### src/rtl/hbe_pkg.sv
package hbe_pkg;

    // Palette geometry
    localparam int PALETTE_ENTRIES = 16;
    localparam int PAL_AW          = (PALETTE_ENTRIES > 1) ? $clog2(PALETTE_ENTRIES) : 1;
    localparam int COLOR_W         = 24;

    // Item commands
    localparam logic [1:0] CMD_CELL = 2'd0;
    localparam logic [1:0] CMD_ROW  = 2'd1;
    localparam logic [1:0] CMD_PAL  = 2'd2;

    // What closes the byte run of an item
    localparam logic [1:0] TAIL_UPPER = 2'd0;
    localparam logic [1:0] TAIL_LOWER = 2'd1;
    localparam logic [1:0] TAIL_SPACE = 2'd2;
    localparam logic [1:0] TAIL_NL    = 2'd3;

    // Byte plan for one item, handed from the decoder to the sequencer
    typedef struct packed {
        logic       has_job;
        logic       need_rst;
        logic       fg_esc;
        logic       bg_esc;
        logic       fg_black;
        logic       bg_black;
        logic [1:0] tail;
    } t_plan;

    function automatic logic idx_in_range(logic [3:0] idx);
        return {1'b0, idx} < 5'(PALETTE_ENTRIES);
    endfunction

endpackage

### src/rtl/hbe_ram.sv
module hbe_ram #(
    parameter int WIDTH = 24,
    parameter int DEPTH = 16
) (
    input  logic                                        i_clk,
    input  logic                                        i_we,
    input  logic [((DEPTH > 1) ? $clog2(DEPTH) : 1)-1:0] i_waddr,
    input  logic [WIDTH-1:0]                            i_wdata,
    input  logic                                        i_re,
    input  logic [((DEPTH > 1) ? $clog2(DEPTH) : 1)-1:0] i_raddr,
    output logic [WIDTH-1:0]                            o_rdata
);

    logic [WIDTH-1:0] r_mem [DEPTH];
    logic [WIDTH-1:0] r_rdata;

    always_ff @(posedge i_clk) begin
        if (i_we) begin
            r_mem[i_waddr] <= i_wdata;
        end
        if (i_re) begin
            r_rdata <= r_mem[i_raddr];
        end
    end

    assign o_rdata = r_rdata;

endmodule

### src/rtl/hbe_plan.sv
module hbe_plan (
    input  logic          i_clk,
    input  logic          i_rst_n,
    input  logic          i_accept,
    input  logic [1:0]    i_cmd,
    input  logic [3:0]    i_upper,
    input  logic [3:0]    i_lower,
    input  logic [3:0]    i_entry,
    output hbe_pkg::t_plan o_plan,
    output logic [3:0]    o_fg_idx,
    output logic [3:0]    o_bg_idx,
    output logic          o_pal_we
);
    import hbe_pkg::*;

    logic [3:0] r_fg, r_bg;
    logic [3:0] n_fg, n_bg;
    logic [1:0] keep_swapped, keep_straight;
    logic       swap;
    logic [3:0] lone_idx, fg_after_rst;
    t_plan      plan;

    always_comb begin
        n_fg          = r_fg;
        n_bg          = r_bg;
        plan          = '0;
        keep_swapped  = 2'(r_bg == i_upper) + 2'(r_fg == i_lower);
        keep_straight = 2'(r_fg == i_upper) + 2'(r_bg == i_lower);
        swap          = keep_swapped > keep_straight;
        lone_idx      = (i_upper != 4'd0) ? i_upper : i_lower;
        fg_after_rst  = (r_bg != 4'd0) ? 4'd0 : r_fg;
        unique case (i_cmd)
            CMD_CELL: begin
                plan.has_job = 1'b1;
                if (i_upper != 4'd0 && i_lower != 4'd0) begin
                    n_fg        = swap ? i_lower : i_upper;
                    n_bg        = swap ? i_upper : i_lower;
                    plan.fg_esc = r_fg != n_fg;
                    plan.bg_esc = r_bg != n_bg;
                    plan.tail   = swap ? TAIL_LOWER : TAIL_UPPER;
                end else if (i_upper != 4'd0 || i_lower != 4'd0) begin
                    // lone pixel: drop a set background first
                    plan.need_rst = r_bg != 4'd0;
                    n_fg          = lone_idx;
                    n_bg          = 4'd0;
                    plan.fg_esc   = fg_after_rst != lone_idx;
                    plan.tail     = (i_upper == 4'd0) ? TAIL_LOWER : TAIL_UPPER;
                end else begin
                    plan.need_rst = r_fg != 4'd0 || r_bg != 4'd0;
                    n_fg          = 4'd0;
                    n_bg          = 4'd0;
                    plan.tail     = TAIL_SPACE;
                end
            end
            CMD_ROW: begin
                plan.has_job  = 1'b1;
                plan.need_rst = r_fg != 4'd0 || r_bg != 4'd0;
                n_fg          = 4'd0;
                n_bg          = 4'd0;
                plan.tail     = TAIL_NL;
            end
            default: begin
            end
        endcase
        plan.fg_black = !idx_in_range(n_fg);
        plan.bg_black = !idx_in_range(n_bg);
    end

    always_ff @(posedge i_clk) begin
        if (!i_rst_n) begin
            r_fg <= 4'd0;
            r_bg <= 4'd0;
        end else if (i_accept) begin
            r_fg <= n_fg;
            r_bg <= n_bg;
        end
    end

    assign o_plan   = plan;
    assign o_fg_idx = n_fg;
    assign o_bg_idx = n_bg;
    assign o_pal_we = i_accept && i_cmd == CMD_PAL && idx_in_range(i_entry);

endmodule

### src/rtl/hbe_seq.sv
module hbe_seq (
    input  logic                            i_clk,
    input  logic                            i_rst_n,
    input  logic                            i_accept,
    input  hbe_pkg::t_plan                  i_plan,
    input  logic [hbe_pkg::COLOR_W-1:0]     i_fg_color,
    input  logic [hbe_pkg::COLOR_W-1:0]     i_bg_color,
    output logic                            o_ready,
    input  logic                            i_m_tready,
    output logic                            o_m_tvalid,
    output logic [7:0]                      o_m_tdata,
    output logic                            o_m_tlast
);
    import hbe_pkg::*;

    localparam logic [1:0] PH_RST  = 2'd0;
    localparam logic [1:0] PH_FG   = 2'd1;
    localparam logic [1:0] PH_BG   = 2'd2;
    localparam logic [1:0] PH_TAIL = 2'd3;

    localparam logic [7:0] CH_ESC = 8'h1B;
    localparam logic [4:0] ESC_LAST = 5'd18;

    function automatic logic [1:0] phase_after(logic [1:0] ph, t_plan p);
        logic [1:0] nx;
        unique case (ph)
            PH_RST:  nx = p.fg_esc ? PH_FG : (p.bg_esc ? PH_BG : PH_TAIL);
            PH_FG:   nx = p.bg_esc ? PH_BG : PH_TAIL;
            PH_BG:   nx = PH_TAIL;
            default: nx = PH_TAIL;
        endcase
        return nx;
    endfunction

    // One decimal digit of an 8-bit value: 0 hundreds, 1 tens, 2 ones
    function automatic logic [3:0] dec_digit(logic [7:0] v, logic [1:0] sel);
        logic [1:0]  h;
        logic [7:0]  r8;
        logic [14:0] prod;
        logic [3:0]  t;
        logic [6:0]  o7;
        logic [3:0]  d;
        h    = (v >= 8'd200) ? 2'd2 : ((v >= 8'd100) ? 2'd1 : 2'd0);
        r8   = v - ((h == 2'd2) ? 8'd200 : ((h == 2'd1) ? 8'd100 : 8'd0));
        prod = 15'(r8[6:0]) * 15'd205;
        t    = prod[14:11];
        o7   = r8[6:0] - 7'(t) * 7'd10;
        case (sel)
            2'd0:    d = {2'b00, h};
            2'd1:    d = t;
            default: d = o7[3:0];
        endcase
        return d;
    endfunction

    logic        r_busy, r_out_valid;
    logic [1:0]  r_phase;
    logic [4:0]  r_pos;
    t_plan       r_job;
    logic [7:0]  r_out_byte;
    logic        r_out_last;

    logic        step, load, phase_end, tail_end;
    logic [7:0]  cur_byte, comp;
    logic [4:0]  doff;
    logic [23:0] color;
    logic        glyph;

    always_comb begin
        step  = r_busy && (!r_out_valid || i_m_tready);
        load  = i_accept && i_plan.has_job;
        color = (r_phase == PH_FG) ? (r_job.fg_black ? '0 : i_fg_color)
                                   : (r_job.bg_black ? '0 : i_bg_color);
        glyph = r_job.tail == TAIL_UPPER || r_job.tail == TAIL_LOWER;
        if (r_pos < 5'd11) begin
            comp = color[23:16];
            doff = r_pos - 5'd7;
        end else if (r_pos < 5'd15) begin
            comp = color[15:8];
            doff = r_pos - 5'd11;
        end else begin
            comp = color[7:0];
            doff = r_pos - 5'd15;
        end
        cur_byte  = 8'h00;
        phase_end = 1'b0;
        tail_end  = 1'b0;
        unique case (r_phase)
            PH_RST: begin
                phase_end = r_pos == 5'd2;
                case (r_pos)
                    5'd0:    cur_byte = CH_ESC;
                    5'd1:    cur_byte = "[";
                    default: cur_byte = "m";
                endcase
            end
            PH_FG, PH_BG: begin
                phase_end = r_pos == ESC_LAST;
                case (r_pos) inside
                    5'd0:                      cur_byte = CH_ESC;
                    5'd1:                      cur_byte = "[";
                    5'd2:                      cur_byte = (r_phase == PH_FG) ? "3" : "4";
                    5'd3:                      cur_byte = "8";
                    5'd4, 5'd6, 5'd10, 5'd14:  cur_byte = ";";
                    5'd5:                      cur_byte = "2";
                    ESC_LAST:                  cur_byte = "m";
                    default:                   cur_byte = 8'h30 + {4'h0, dec_digit(comp, doff[1:0])};
                endcase
            end
            default: begin
                phase_end = glyph ? (r_pos == 5'd2) : 1'b1;
                tail_end  = phase_end;
                case (r_job.tail)
                    TAIL_SPACE: cur_byte = " ";
                    TAIL_NL:    cur_byte = 8'h0A;
                    default: begin
                        case (r_pos)
                            5'd0:    cur_byte = 8'hE2;
                            5'd1:    cur_byte = 8'h96;
                            default: cur_byte = (r_job.tail == TAIL_LOWER) ? 8'h84 : 8'h80;
                        endcase
                    end
                endcase
            end
        endcase
    end

    always_ff @(posedge i_clk) begin
        if (!i_rst_n) begin
            r_busy      <= 1'b0;
            r_out_valid <= 1'b0;
            r_phase     <= PH_RST;
            r_pos       <= 5'd0;
        end else begin
            if (step) begin
                r_out_valid <= 1'b1;
            end else if (i_m_tready) begin
                r_out_valid <= 1'b0;
            end
            if (load) begin
                r_busy  <= 1'b1;
                r_phase <= i_plan.need_rst ? PH_RST : phase_after(PH_RST, i_plan);
                r_pos   <= 5'd0;
            end else if (step) begin
                if (tail_end) begin
                    r_busy <= 1'b0;
                end else if (phase_end) begin
                    r_phase <= phase_after(r_phase, r_job);
                    r_pos   <= 5'd0;
                end else begin
                    r_pos <= r_pos + 5'd1;
                end
            end
        end
    end

    always_ff @(posedge i_clk) begin
        if (load) begin
            r_job <= i_plan;
        end
        if (step) begin
            r_out_byte <= cur_byte;
            r_out_last <= tail_end;
        end
    end

    assign o_ready    = !r_busy || (step && tail_end);
    assign o_m_tvalid = r_out_valid;
    assign o_m_tdata  = r_out_byte;
    assign o_m_tlast  = r_out_last;

    a_load_starts: assert property (@(posedge i_clk) disable iff (!i_rst_n)
        load |=> r_busy && r_pos == 5'd0)
        else $error("job load did not start the sequencer");

    a_stall_holds: assert property (@(posedge i_clk) disable iff (!i_rst_n)
        (r_busy && r_out_valid && !i_m_tready) |=> $stable(r_phase) && $stable(r_pos))
        else $error("sequencer advanced during output stall");

    a_rst_len: assert property (@(posedge i_clk) disable iff (!i_rst_n)
        (r_busy && r_phase == PH_RST) |-> r_pos <= 5'd2)
        else $error("reset escape overran");

    a_esc_len: assert property (@(posedge i_clk) disable iff (!i_rst_n)
        (r_busy && (r_phase == PH_FG || r_phase == PH_BG)) |-> r_pos <= ESC_LAST)
        else $error("color escape overran");

endmodule

### src/rtl/half_block_ansi_cell_encoder.sv
// Channel   Dir  tdata (low bit up)                              tuser / tlast
// s_axis    in   upper[3:0] lower[7:4] entry[11:8] red[19:12]    tuser[1:0] = cmd
//                green[27:20] blue[35:28] zero pad to 40 bits
// m_axis    out  out_byte[7:0]                                   tlast = last byte of item
//
// One byte leaves per cycle from a single output register while m_axis is not stalled.
// An item is 1 byte for a space or newline, 4 with a reset ahead, 3 to 25 for a lone
// pixel, 3 to 41 for a colored pair; a palette write or an ignored cmd yields no byte.
// The byte sequencer sets those bytes; the next item is taken in the cycle the last byte
// of the current one moves into the output register. A stalled m_axis holds both.
// Reset clears the current colors and the sequencer; palette entries are not cleared.
module half_block_ansi_cell_encoder (
    input  logic        i_clk,
    input  logic        i_rst_n,
    input  logic        s_axis_tvalid,
    output logic        s_axis_tready,
    input  logic [39:0] s_axis_tdata,   // upper, lower, entry, red, green, blue, pad
    input  logic [1:0]  s_axis_tuser,   // cmd
    output logic        m_axis_tvalid,
    input  logic        m_axis_tready,
    output logic [7:0]  m_axis_tdata,   // out_byte
    output logic        m_axis_tlast
);
    import hbe_pkg::*;

    logic                accept;
    logic                pal_we;
    t_plan               plan;
    logic [3:0]          fg_idx, bg_idx;
    logic [COLOR_W-1:0]  fg_color, bg_color;
    logic [COLOR_W-1:0]  wr_color;
    logic                rd_en;

    // a beat moves when both sides agree
    assign accept   = s_axis_tvalid && s_axis_tready;
    assign rd_en    = accept && plan.has_job;
    // palette words are stored red high, blue low
    assign wr_color = {s_axis_tdata[19:12], s_axis_tdata[27:20], s_axis_tdata[35:28]};

    // decode the cell against the current colors and advance them
    hbe_plan u_plan (
        .i_clk    (i_clk),
        .i_rst_n  (i_rst_n),
        .i_accept (accept),
        .i_cmd    (s_axis_tuser),
        .i_upper  (s_axis_tdata[3:0]),
        .i_lower  (s_axis_tdata[7:4]),
        .i_entry  (s_axis_tdata[11:8]),
        .o_plan   (plan),
        .o_fg_idx (fg_idx),
        .o_bg_idx (bg_idx),
        .o_pal_we (pal_we)
    );

    // two copies of the palette so both escape colors are fetched on accept;
    // the read data holds for the life of the job
    hbe_ram #(
        .WIDTH (COLOR_W),
        .DEPTH (PALETTE_ENTRIES)
    ) u_pal_fg (
        .i_clk   (i_clk),
        .i_we    (pal_we),
        .i_waddr (s_axis_tdata[8 +: PAL_AW]),
        .i_wdata (wr_color),
        .i_re    (rd_en),
        .i_raddr (fg_idx[PAL_AW-1:0]),
        .o_rdata (fg_color)
    );

    hbe_ram #(
        .WIDTH (COLOR_W),
        .DEPTH (PALETTE_ENTRIES)
    ) u_pal_bg (
        .i_clk   (i_clk),
        .i_we    (pal_we),
        .i_waddr (s_axis_tdata[8 +: PAL_AW]),
        .i_wdata (wr_color),
        .i_re    (rd_en),
        .i_raddr (bg_idx[PAL_AW-1:0]),
        .o_rdata (bg_color)
    );

    // walk reset, fg, bg and tail bytes out one beat per cycle unless m_axis stalls
    hbe_seq u_seq (
        .i_clk      (i_clk),
        .i_rst_n    (i_rst_n),
        .i_accept   (accept),
        .i_plan     (plan),
        .i_fg_color (fg_color),
        .i_bg_color (bg_color),
        .o_ready    (s_axis_tready),
        .i_m_tready (m_axis_tready),
        .o_m_tvalid (m_axis_tvalid),
        .o_m_tdata  (m_axis_tdata),
        .o_m_tlast  (m_axis_tlast)
    );

endmodule
### config.mk
export PLATFORM = sky130hd
export DESIGN_NAME = half_block_ansi_cell_encoder
export DESIGN_NICKNAME = d
export VERILOG_FILES = /design/src/rtl/hbe_pkg.sv /design/src/rtl/hbe_ram.sv /design/src/rtl/hbe_plan.sv /design/src/rtl/hbe_seq.sv /design/src/rtl/half_block_ansi_cell_encoder.sv
export SDC_FILE = /design/constraint.sdc
export NUM_CORES = 1
export LEC_CHECK = 0
export ABC_AREA = 0
export BUFFER_PORTS_ARGS = -buffer_cell sky130_fd_sc_hd__buf_2
export CAP_MARGIN = 0
export CORE_ASPECT_RATIO = 1.5
export CORE_MARGIN = 5
export CORE_UTILIZATION = 40
export CTS_BUF_LIST = sky130_fd_sc_hd__clkbuf_4 sky130_fd_sc_hd__clkbuf_8
export DETAILED_ROUTE_END_ITERATION = 7
export PLACE_DENSITY = 0.66
export SYNTH_ARGS = -nofsm -noshare
export SYNTH_HDL_FRONTEND = slang
export SYNTH_SLANG_ARGS = --single-unit
### constraint.sdc
create_clock -name i_clk -period 9.67 [get_ports i_clk]
set_input_delay 1.4505 -clock i_clk [delete_from_list [all_inputs] [get_ports i_clk]]
set_output_delay 1.4505 -clock i_clk [all_outputs]
set_load 0.005 [all_outputs]
==> results.yml <==
timing:
  slew_viol_final: 0
  max_freq_ghz: 0.111
  hold_violations: 0
  period_needed_ns: 8.99
  tightest_slew_ns: 1.23
  timing.hold.ws_ns: 0.518
  min_period_over_period: 0.930
  setup_viol_count_final: 0
  slew-limit-headroom: 0.175
  setup_tns_ns: 0
  rsz0062_at_grt: "no"
  fin_skew_ns: 0.0285
clocking:
  cts_buffers: 70
  cts_sinks: 462
  clk_path_buf_depth: 3
  ctsHoldBuffers: 0
  clock_latency_ns: 0.62
  cts_root_buf: "clkbuf_8"
  cts_max_level: 3
  clk_pin_slew_ns: 0.06
  cts_tree: "built"
worst_setup_path:
  regToRegSetupSlack_ns: 0.68
  critPathMaxStageDelay_ns: 0.52
  slowest_stage: "fa_1"
  rr_worst_depth: 35
  worstPathMaxFanout: 7
  crit_end: "u_seq.o_m_tdata[3]"
  end_kind: "flop"
  path_class: "reg -> reg"
  start_kind: "flop"
  regToRegStartpoint: "u_seq.r_phase[1]"
  r2r-end: "u_seq.o_m_tdata[3]"
  crit_path_frequent_cell: "ha_1"
  crit_required_ns: 10.00
  startpoint: "u_seq.r_phase[1]"
  worst-endpoint-arrival_ns: 9.32
floorplanning:
  top_level_ports: 57
  die_h_um: 313
  rows: 111
  core-area_um2: 61000
  fp.dieW_um: 212
  die_area_um2: 66500
  initial_core_util: 0.403
grt:
  grt_pass1_wl_mm: 92.1
  grtUsageTotal: 0.183
  first_global_vias: 15900
  grt_max_degree: 110
  antenna_found_initial: 6
  gr-total-overflow: 0
yosys:
  synth_top_cell_by_area: "edfxtp_1"
  ys.flop_type: "edfxtp_1"
  synth_area_um2: 24500
  synth_edf_count: 445
  synth_most_common_cell: "mux2i_1"
  seq_area_frac_synth: 0.558
  ys_ff_latch: 462
  yosysTopAreaCellShare: 0.544
  postSynthAreaPerCell_um2: 14.0
  yosys-top-cells-count: "mux2i_1, edfxtp_1, nor2_1, a22oi_1, ha_1"
  synth_nets: 1859
  netlist_top_cells_area: "edfxtp_1, mux2i_1, ha_1"
  synth_cell_types: 68
  synth_cells: 1752
  synthArstFlopShare: 0
  synth_warnings: 0
drt:
  met1_length_mm: 23.4
  vias: 15100
  wirelength_mm: 62.1
  antenna_left: 0
  routed-wl-met3_mm: 3.03
  wl_per_cell_um: 23.4
  drtPass1Iterations: 5
  highest_layer: "met5"
  drt_iter0_drc: 974
  dr_wl_met2_mm: 33.1
  vias_per_cell: 5.71
  drc: 0
placement:
  place_hpwl_mm: 36.7
  gp_congestion: 0.835
  post-place-cells: 2518
  io_buffers: 52
  placed_area_um2: 25600
finish:
  layout.nets: 1906
  fillers: 5347
  syn_to_final_growth_pct: 9.85
  utilization: 0.442
  drive_gt1_frac: 0.133
  instances_no_fill: 2648
  fin_area_um2: 27000
flow_run:
  cap_violations: 0
pwr:
  peakVddDrop_mv: 0.163
  leakage_nw: 9.52
  p_per_area_nw_per_um2: 189
outcome:
  outcome: "finished clean"
min_path:
  hp-class: "reg -> reg"
-- per-layer routing --
metal | vias to the layer above | GRT usage
li1 | 6843 | -
met1 | 7650 | 0.205
met2 | 474 | 0.338
met3 | 148 | 0.0290
met4 | 2 | 0.0822
met5 | - | 0
-- worst max-delay path, delay by kind of cell (launching register included) --
kind	cells	cell delay (ns)
multiplexers	3	1.10
AO/OA/AOI/OAI	6	1.34
buffers and inverters	6	0.57
XOR/XNOR	4	0.76
adder cells (fa/ha/maj)	10	3.58
flip-flops	1	0.33
AND/OR/NAND/NOR	6	1.02
-- cell usage in the layout (no fill, tap or decap), types with 17 or more instances in the layout --
| cell type | instances |
|---|---|
| mux2i_1 | 620 |
| edfxtp_1 | 445 |
| clkbuf_8 | 73 |
| nor2_1 | 57 |
| buf_2 | 52 |
| a22oi_1 | 51 |
| ha_1 | 51 |
| o21ai_0 | 47 |
| inv_1 | 46 |
| nand2_1 | 44 |
| buf_4 | 26 |
| xor2_1 | 25 |
| a21oi_1 | 23 |
| clkinv_1 | 21 |
| o21ai_1 | 18 |
| clkbuf_4 | 18 |
| dfxtp_1 | 17 |
-- through the flow --
step | worst slack [ns] | total power [mW]
after global routing | 0.0554 | 5.41
after floorplan | 1.61 | 3.30
final | 0.678 | 5.11
after CTS | 0.545 | 5.17
after global placement | 0.763 | 3.58
after detailed placement | 0.641 | 3.60
-- how the worst min path moves through the flow --
stage                 startpoint                to  slack [ns]  cells after the start
finish              u_seq.r_busy  u_seq.o_m_tvalid        0.52                      1
global route        u_seq.r_busy  u_seq.o_m_tvalid        0.56                      1
CTS                 u_seq.r_busy  u_seq.o_m_tvalid        0.52                      1
detailed placement  u_seq.r_busy  u_seq.o_m_tvalid        0.51                      1
global placement    u_seq.r_busy  u_seq.o_m_tvalid        0.47                      1
floorplan           u_seq.r_busy  u_seq.o_m_tvalid        0.46                      1
-- registers in the layout, summed over array words and instances (netlist names), 2 cells and up --
register          cells
u_pal_fg.r_mem      360
u_pal_bg.o_rdata     24
u_pal_bg.r_mem       24
u_pal_fg.o_rdata     24
u_seq.o_m_tdata       8
u_seq.r_pos           5
u_plan.r_bg           4
u_plan.r_fg           4
u_seq.r_job           4
u_seq.r_phase         2
-- power by group --
part	switching (mW)	internal [mW]
clock network	0.729	0.827
logic	0.738	0.567
registers	0.0134	2.23
total	1.48	3.63
-- layout make-up --
class                   count  area (µm²)  area share
flip-flops and latches    462       13700       0.508
multi-input cells        1137       10200       0.379
inverters                  47         176     0.00654
repair buffers             81         515      0.0191
diodes                      3        7.51    0.000278
clock inverters            36         223     0.00826
well taps                 791         990      0.0367
clock buffers              91        1140      0.0423
-- cell families (layout without fill, tap and decap cells) --
group	after synthesis	in the layout	synth area share
multiplexers	632	632	0.262
flip-flops	462	462	0.558
AO/OA/AOI/OAI	204	204	0.0552
AND/OR/NAND/NOR	202	202	0.0427
buffers and inverters	153	255	0.0342
adder cells (fa/ha/maj)	61	61	0.0342
XOR/XNOR	38	38	0.0136
other	0	3	0
-- repair_timing --
item / in CTS / in global routing
setup endpoints to repair: 0 / 1
endpoints found under the hold margin: 0 / 0
setup buffers: 0 / 0
gates resized for setup: 0 / 1
No activity file was read; power rests on OpenSTA's default activity.
